**src/design/gccf_pkg.sv**
```systemverilog
// ----------------------------------------------------------------------------
// gccf_pkg
// Shared types and constants of the greedy colored clique finder.
// ----------------------------------------------------------------------------
`default_nettype none
package gccf_pkg;

  localparam int unsigned MaxVertices = 64;
  localparam int unsigned VertexBits  = 6;
  localparam int unsigned CountBits   = 7;
  localparam int unsigned ColorBits   = 8;
  localparam int unsigned DegBits     = 7;

  localparam logic [1:0] ReqClear   = 2'd0;
  localparam logic [1:0] ReqColor   = 2'd1;
  localparam logic [1:0] ReqEdge    = 2'd2;
  localparam logic [1:0] ReqCompute = 2'd3;

  typedef enum logic [2:0] {
    CellNop,
    CellClear,
    CellSetColor,
    CellAddEdge,
    CellCandInit,
    CellCandUpdate
  } cell_op_e;

  typedef struct packed {
    logic [1:0]            req_type;
    logic [VertexBits-1:0] vertex_a;
    logic [VertexBits-1:0] vertex_b;
    logic [7:0]            color;
  } in_item_t;

  typedef struct packed {
    logic [VertexBits-1:0] vertex;
    logic                  last;
  } out_item_t;

  typedef struct packed {
    cell_op_e              op;
    logic [VertexBits-1:0] a;
    logic [VertexBits-1:0] b;
    logic [ColorBits-1:0]  color;
    logic [CountBits-1:0]  n;
    logic                  diff;
    logic [VertexBits-1:0] best;
    logic [ColorBits-1:0]  best_color;
  } cell_cmd_t;

  typedef struct packed {
    logic                  valid;
    logic [DegBits-1:0]    deg;
    logic [VertexBits-1:0] idx;
    logic [ColorBits-1:0]  color;
  } token_t;

  typedef struct packed {
    logic                 hit;
    logic [ColorBits-1:0] color_a;
    logic [ColorBits-1:0] color_b;
  } lookup_t;

endpackage
`default_nettype wire

```
**src/design/gccf_cell.sv**
```systemverilog
// ----------------------------------------------------------------------------
// gccf_cell
// One vertex: adjacency row, degree, color and candidate bit, plus one stage
// of the running best-vertex chain.
// ----------------------------------------------------------------------------
`default_nettype none
module gccf_cell (
  input  wire logic                            clk_i,
  input  wire logic                            rst_ni,
  input  wire logic [gccf_pkg::VertexBits-1:0] idx_i,
  input  wire gccf_pkg::cell_cmd_t             cmd_i,
  input  wire gccf_pkg::token_t                tok_i,
  output gccf_pkg::token_t                     tok_o,
  output gccf_pkg::lookup_t                    look_o
);

  logic [gccf_pkg::MaxVertices-1:0] adj_q, adj_d;
  logic [gccf_pkg::DegBits-1:0]     deg_q, deg_d;
  logic [gccf_pkg::ColorBits-1:0]   color_q, color_d;
  logic                             cand_q, cand_d;
  gccf_pkg::token_t                 tok_q, tok_d;
  logic                             sel_a, sel_b, in_range;

  assign sel_a    = (idx_i == cmd_i.a);
  assign sel_b    = (idx_i == cmd_i.b);
  assign in_range = ({1'b0, idx_i} < cmd_i.n);

  always_comb begin
    adj_d   = adj_q;
    deg_d   = deg_q;
    color_d = color_q;
    cand_d  = cand_q;
    unique case (cmd_i.op)
      gccf_pkg::CellClear: begin
        adj_d = '0;
        deg_d = '0;
      end
      gccf_pkg::CellSetColor: begin
        if (sel_a) color_d = cmd_i.color;
      end
      gccf_pkg::CellAddEdge: begin
        if (sel_a) adj_d[cmd_i.b] = 1'b1;
        if (sel_b) adj_d[cmd_i.a] = 1'b1;
        if ((sel_a || sel_b) && cmd_i.diff) deg_d = deg_q + 1'b1;
      end
      gccf_pkg::CellCandInit: begin
        cand_d = in_range;
      end
      gccf_pkg::CellCandUpdate: begin
        cand_d = cand_q && adj_q[cmd_i.best] && (color_q != cmd_i.best_color) &&
                 (idx_i != cmd_i.best);
      end
      default: ;
    endcase
  end

  always_comb begin
    tok_d = tok_i;
    if (cand_q && (!tok_i.valid || (deg_q > tok_i.deg))) begin
      tok_d.valid = 1'b1;
      tok_d.deg   = deg_q;
      tok_d.idx   = idx_i;
      tok_d.color = color_q;
    end
  end

  always_ff @(posedge clk_i or negedge rst_ni) begin
    if (!rst_ni) begin
      adj_q   <= '0;
      deg_q   <= '0;
      color_q <= '0;
      cand_q  <= 1'b0;
      tok_q   <= '0;
    end else begin
      adj_q   <= adj_d;
      deg_q   <= deg_d;
      color_q <= color_d;
      cand_q  <= cand_d;
      tok_q   <= tok_d;
    end
  end

  assign tok_o          = tok_q;
  assign look_o.hit     = sel_a && adj_q[cmd_i.b];
  assign look_o.color_a = sel_a ? color_q : '0;
  assign look_o.color_b = sel_b ? color_q : '0;

endmodule
`default_nettype wire

```
**config.mk**
```make
export PLATFORM = sky130hd
export DESIGN_NAME = gccf_cell
export DESIGN_NICKNAME = d
export VERILOG_FILES = /design/src/design/gccf_pkg.sv /design/src/design/gccf_cell.sv
export SDC_FILE = /design/constraint.sdc
export NUM_CORES = 1
export LEC_CHECK = 0
export BUFFER_PORTS_ARGS = -buffer_cell sky130_fd_sc_hd__buf_2
export CORE_MARGIN = 2
export CORE_UTILIZATION = 60
export CTS_CLUSTER_SIZE = 30
export DETAILED_ROUTE_END_ITERATION = 16
export GPL_TIMING_DRIVEN = 0
export PLACE_DENSITY = 0.82
export SYNTH_ARGS = -nofsm -noshare
export SYNTH_HDL_FRONTEND = slang
export SYNTH_SLANG_ARGS = --single-unit
```
**constraint.sdc**
```tcl
create_clock -name clk_i -period 4.8 [get_ports clk_i]
set_input_delay 0 -clock clk_i [delete_from_list [all_inputs] [get_ports clk_i]]
set_output_delay 0 -clock clk_i [all_outputs]
set_load 0.05 [all_outputs]
```
==> results of run 1 <==
## synth_stat cells, drive strengths merged, types with 3 or more instances
cell     count  share of area [%]
inv         32                1.7
ha          13                2.3
nor4         5               0.53
xnor2        7               0.86
nor2b        9               0.79
nand3       38                2.8
a22oi       14                1.5
a2bb2oi     12                1.5
a22o        47                5.8
clkbuf      54                2.8
nand4b       4               0.70
buf         22                1.9
mux2         9                1.4
nand3b      33                3.6
dfrtp      102                 36
nand2       10               0.53
a21o         3               0.32
o21ai       42                2.9
or3          4               0.35
o2111ai     24                2.9
a31oi       21                1.8
or3b         5               0.61
mux4        16                5.2
a21oi       14               0.98
and2        14                1.2
nand4       32                2.8
xor2        23                2.8
nor2        16               0.84
o211ai       4               0.42
and3         9               0.79
o22ai       51                4.5
mux2i       31                4.4
## power by group
part | leakage [uW] | switching [uW] | internal, uW
clock network | 0.000141 | 388 | 370
registers | 0.00137 | 19.2 | 892
logic | 0.00225 | 356 | 157
## timing repair
item / CTS / global route
setup endpoints to repair: 0 / 0
hold endpoints to repair: 71 / 0
hold buffers: 32 / 0
## routing by layer
layer / track usage [%] / up-vias
met3: 13.2 / 117
li1: - / 3178
met1: 57.6 / 3595
met2: 59.2 / 648
met4: 12.5 / 0
met5: 0 / -
## sequential cells by signal, indices dropped and copies added, names as in the netlist
signal and cells:
adj_q 64, tok_o 22, color_q 8, deg_q 7
cand_q 1
## stage by stage
step | setup WS, ns | power (uW) | util (%) | instances | cell area, um^2
final | 2.05 | 2180 | 73.4 | 1035 | 8460
after floorplan | 2.88 | 1240 | - | 743 | 7130
after global placement | 2.39 | 1390 | 67.8 | 986 | 7810
after global routing | 1.98 | 2240 | 73.4 | 1035 | 8460
after detailed placement | 2.38 | 1400 | 68.0 | 987 | 7840
after CTS | 2.22 | 2170 | 73.4 | 1035 | 8460
## cells by family (layout without fill, tap and decap cells)
family	count (synthesis)	in the layout	share of synthesized area, %
flops	102	102	35.8
compound gates	247	247	24.4
xor+xnor	30	30	3.69
fa+ha+maj	13	13	2.28
simple gates	187	187	16.4
mux	56	56	11.0
buf+inv	108	257	6.39
## cells in the final DEF (no fill, tap or decap), types with 14 or more instances in the layout
cell and instances:
buf_2 112, dfrtp_1 102, clkbuf_1 54, o22ai_1 51, a22o_1 47, o21ai_0 42
nand3_1 36, inv_1 32, nand4_1 32, dlygate4sd3_1 32, mux2i_1 31, nand3b_1 30
o2111ai_1 24, xor2_1 23, a31oi_1 21, nor2_1 16, a21oi_1 14, a22oi_1 14
## worst min-delay path: cells and delay by family
family,cells,cell delay (ns)
buffers and inverters,2,0.22
AOI/OAI and AO/OA,2,0.19
## area by class of cell
cell class                      instances  area share, %
Inverter                               32           1.42
Tap cell                              143           2.12
Clock inverter                          7          0.873
Sequential cell                       102           30.2
Clock buffer                            9           2.66
Multi-Input combinational cell        533           48.7
Timing Repair Buffer                  133           10.1
Buffer                                 76           3.97
## worst max path at each step
stage | startpoint | slack [ns] | cells after the start | endpoint
after CTS | cmd_i[42] | 2.22 | 8 | adj_q[44]$_DFFE_PN0P_
after floorplan | deg_q[1]$_DFFE_PN0P_ | 2.88 | 8 | tok_o[0]$_DFF_PN0_
after global routing | cmd_i[42] | 1.98 | 8 | adj_q[4]$_DFFE_PN0P_
after global placement | cmd_i[42] | 2.39 | 7 | adj_q[44]$_DFFE_PN0P_
after detailed placement | cmd_i[42] | 2.38 | 7 | adj_q[44]$_DFFE_PN0P_
final | cmd_i[42] | 2.05 | 8 | adj_q[8]$_DFFE_PN0P_
==> summary.md, run 1 <==
| Metric | Value |
|---|---|
| HP Class | input port to register |
| Synthesized net count | roughly 830 |
| Maximum clock frequency | 363 MHz |
| Crit path max fanout | 10 |
| Hold Path Origin | cmd_i[44] |
| Critical Path, Cell by Cell | dlygate4sd3_1, buf_2, nor2b_1, and2_1, clkbuf_1, clkbuf_1, nand3_1, o21ai_0 |
| # IOs | around 110 |
| CP most frequent cell | clkbuf_1 |
| HPWL Detailed | between 15 and 20 mm |
| Combined buffer and inverter count along the critical path | 4 |
| Overall die height | 113 um |
| Violated checks | design-rule violations |
| Flip-flop and latch area | 2550 um^2 |
| Status | complete, but fails checks |
| Post-synth ARST share | 100% |
| Final-report setup violation count | 0 |
| Number of distinct library cells after synthesis | 62 |
| Port Buf Inserts | 100 |
| Layout Nets | approximately 980 |
| Core Region | between 10000 and 15000 um^2 |
| Average wire length per cell after detail routing | around 25 um |
| Post-CTS setup-driven buffer insertion count | 0 |
| CTS buffer count | 9 |
| Clock tree from TritonCTS | built |
| Number of gates resized after cts | 0 |
| Vias in the first global route | 6980 |
| Pwr Density | 258 nW/um^2 |
| Die Outline Area | around 13000 um^2 |
| Met2 routed WL | around 11 mm |
| Startpoint of the worst register-to-register path | deg_q[1]$_DFFE_PN0P_ |
| Top cell family by delay on the critical path | buffers and inverters |
| Total of max-cap violations | 0 |
| Count of filler cells inserted in the layout | 843 |
| Required time worst endpoint | ~5.1 ns |
| CP Capture Type | register |
| Static Leak | ~0.0038 uW |
| Detailed-routed wire length on met3 | between 3 and 4 mm |
| Source-to-sink clock delay at the later pin of the worst-skew pair | 0.36 ns |
| Portion of the post-synthesis area used by sequential elements | around 36% |
| H-tree levels | 3 |
| Total negative setup slack | 0 ns |
| Multi-input gate area | 4120 um^2 |
| Worst Hold Path Cells | 4 |
| Highest routing layer actually used | met4 |
| Fraction of final layout cells sized beyond drive strength 1 | approximately a fifth |
| Initial cell density of the core | between 60 and 70% |
| Routed met1 length | about 9.9 mm |
| Root buffer cell | clkbuf_16 |
| Worst setup path category | input port to register |
| First-pass DRT Iterations | 12 |
| Warning count from the yosys run | 0 |
| Number of DRC markers after the initial detailed-route iteration | between 1000 and 1500 |
| Count of antenna diodes in the layout | 0 |
| Final Hold Vio Count | 0 |
| Gr usage total | about two fifths |
| Worst relative slew slack | 50.9% |
| Post-Syn Area | 7130 um^2 |
| Worst voltage drop across the vdd grid | ~0.26 mV |
| Maximum clock path buffer count | 2 |
| Worst-case clock skew | between 0.009 and 0.01 ns |
| Worst setup SP type | input port |
| Maximum number of pins on one net before global-route repair | 63 |
| Total number of clock tree sinks | ~100 |
| Width of the chip | between 100 and 150 um |
| Layout overhead on the synthesized area | 18.6% |
| Period utilisation layout | between 50% and 60% |
| Vias | between 7000 and 8000 |
| Remaining global-route overflow | 0 |
| Terminating pin of the worst hold path | cand_q$_DFFE_PN0P_ |
| Count of flip-flops with a built-in enable after synthesis | 0 |
| Instance count of the mapped netlist | ~740 |
| Top_reg_cell synth | dfrtp_1 |
| Initial antenna violation count | 0 |
| Transition at the pin with the smallest max-transition slack | 0.736 ns |
| Pins Over Slew Limit | 0 |
| Critical path data arrival time | about 3 ns |
| Cell with the largest stage delay on the worst path | nand3_1 |
| Setup repair after global routing missed its margin | false |
| Total number of placement rows | 39 |
| Worst hold margin | about 0.084 ns |
| Flip-flop and latch count after synthesis | roughly 100 |
| Via density per instance | about 7.3 |
| DRT antenna net count | 0 |
| RD Place Congestion | 1.06 |
| Mean post-synth cell area | ~9.6 um^2 |
| Global-route wire length before repair | just under 40 mm |
| WL final | 25.8 mm |
| Reg-to-reg endpoint | tok_o[10]$_DFF_PN0_ |
| CTS clk-pin slew, worst paths | roughly 0.090 ns |
| Worst r2r path cells | 8 |
| DRC Markers | 2 |
| Worst path max stage delay | 0.58 ns |
| Worst reg2reg setup slack | about 2.4 ns |
| Final Critical Period | 2.75 ns |
(Power assumes the default switching activity.)
==> run 2: changes to the inputs <==
- CORE_UTILIZATION: 60 -> 52
- PLACE_DENSITY: 0.82 -> 0.75
- clock period: 4.8 -> 2.5 ns (I/O delays scaled with it)
==> summary.md, run 2 (synthesis results as in run 1) <==
| Metric | Value |
|---|---|
| Average wire length per cell after detail routing | roughly 24 um |
| Worst setup SP type | register |
| Initial cell density of the core | between 50% and 60% |
| Period utilisation layout | a little under 100% |
| RD Place Congestion | between 1 and 1.5 |
| DRT antenna net count | 0 |
| GR Util met1 | between 50% and 60% |
| Required time worst endpoint | 2.50 ns |
| Multi-input gate area | about 4100 um^2 |
| CTS clk-pin slew, worst paths | roughly 0.070 ns |
| Commonest cells after routing, fill and taps aside | buf_2 (111), dfrtp_1 (102), clkbuf_1 (53) |
| Transition at the pin with the smallest max-transition slack | about 0.74 ns |
| Area post-placement | 7880 um^2 |
| Remaining global-route overflow | 0 |
| Layout overhead on the synthesized area | 19.5% |
| Final Critical Period | between 2 and 2.5 ns |
| Most frequent standard cell in the layout excluding fill and tap cells | buf_2 |
| Width of the chip | around 120 um |
| Critical path data arrival time | ~2.5 ns |
| Total number of placement rows | 42 |
| Maximum number of pins on one net before global-route repair | 60 |
| Initial antenna violation count | 2 |
| Utilization after layout | roughly 64% |
| Vias | roughly 7600 |
| WL final | 25.8 mm |
| Met2 capacity usage during global routing | between 50% and 60% |
| Total negative setup slack | 0 ns |
| H-tree levels | 3 |
| Worst voltage drop across the vdd grid | between 0.3 and 0.4 mV |
| Highest-utilization routing layer at the global route stage | met2 |
| Global-route wire length before repair | 40.3 mm |
| Final Worst Setup Slack | approximately 0.016 ns |
| HP Class | input port to register |
| Non-Filler Instances | between 1000 and 1500 |
| Port Buf Inserts | 100 |
| Overall die height | between 100 and 150 um |
| Final-report setup violation count | 0 |
| Clock tree from TritonCTS | built |
| Total number of clock tree sinks | roughly 100 |
| Status | finished, final reports clean |
| Die Outline Area | ~15000 um^2 |
| Post-place setup slack | around 0.19 ns |
| Number of DRC markers after the initial detailed-route iteration | 934 |
| Maximum clock frequency | 403 MHz |
| Maximum clock path buffer count | 2 |
| Max reg flops | 64 |
| Worst relative slew slack | between 50 and 60% |
| Register with the most flip-flops | adj_q |
| Vias in the first global route | ~7300 |
| Root buffer cell | clkbuf_16 |
| Core Region | 13300 um^2 |
| Met3 track demand over resource in global routing | 7.66% |
| Pins Over Slew Limit | 0 |
| Source-to-sink clock delay at the later pin of the worst-skew pair | roughly 0.36 ns |
| First-pass DRT Iterations | 6 |
| Worst setup path category | register to output pin |
| Fraction of final layout cells sized beyond drive strength 1 | between 10% and 20% |
| HPWL Detailed | 18.1 mm |
| Total of max-cap violations | 0 |
| Flip-flop and latch area | 2550 um^2 |
| Via density per instance | 7.07 |
| CP Capture Type | output pin |
| Post-placement cell count | 1020 |
| CTS buffer count | 9 |
| Crit path max fanout | 3 |
| Final std cell area, no fill | between 8000 and 9000 um^2 |
| Layout Nets | 975 |
| Count of filler cells inserted in the layout | about 1100 |
| # IOs | 114 |
| Static Leak | between 0.003 and 0.004 uW |
| Final Hold Vio Count | 0 |
| Pwr Density | a little under 500 nW/um^2 |
| DRC Markers | 0 |
| Worst-case clock skew | 0.00946 ns |
| Gr usage total | a little over a third |
| Setup repair after global routing missed its margin | false |
run 2: cell count changes in the layout (fill, tap and decap cells not counted), sizes merged:
cell and change:
buf +2, bufinv +1, clkinv +3, diode +2, dlygate4sd3 -1, clkinvlp -1, inv -4
run 2: report_power, final:
group          switching [uW]  internal, uW  total [uW]
logic                     680           302         982
clock network             670           784        1450
registers                36.1          1710        1750
run 2: what timing repair did:
action / in CTS / in global routing
resized for setup: 2 / 6
cloned: 0 / 0
pin swaps: 2 / 1
setup buffers: 0 / 1
hold buffers: 31 / 0
setup endpoints to repair: 1 / 18
endpoints found under the hold margin: 73 / 0
run 2: worst paths after layout:
check                                 startpoint                    end  slack [ns]  cells past startpoint
setup / recovery           adj_q[62]$_DFFE_PN0P_             look_o[16]        0.02                      6
hold / removal                         cmd_i[43]  adj_q[50]$_DFFE_PN0P_        0.02                      3
setup reg to reg            deg_q[1]$_DFFE_PN0P_    tok_o[12]$_DFF_PN0_        0.08                      8
hold reg to reg             adj_q[0]$_DFFE_PN0P_   adj_q[0]$_DFFE_PN0P_        0.53                      2
max in group asynchronous                 rst_ni    tok_o[15]$_DFF_PN0_        1.58                      3
min in group asynchronous                 rst_ni     tok_o[2]$_DFF_PN0_        0.22                      2
run 2: cell type report:
class                      instances  area share (%)
multi-input combinational        533            48.5
tap                              176            2.59
sequential                       102            30.0
inverter                          32            1.41
antenna                            2          0.0588
buffer                            76            3.95
clock buffer                      10            2.69
timing repair buffer             133            10.0
clock inverter                     6           0.852
run 2: worst max-delay path: stages, from the launching register on:
cell,delay [ns]
dfrtp_1,0.42
mux4_2,0.52
mux2i_4,0.20
o22ai_1,0.10
or3_1,0.43
o31a_1,0.29
buf_6,0.16
run 2: layer usage:
metal	up-vias	part of all wire (%)
met1	3640	39
met2	592	44
met4	0	5.0
li1	3191	-
met3	141	12
met5	-	0
run 2: stage by stage:
step | hold slack [ns] | power [uW]
6_report | 0.0210 | 4190
3_3_place_gp | 0.234 | 2670
2_1_floorplan | -0.296 | 2370
5_1_grt | 0.0491 | 4310
4_1_cts | 0.00421 | 4170
3_5_place_dp | 0.0382 | 2700
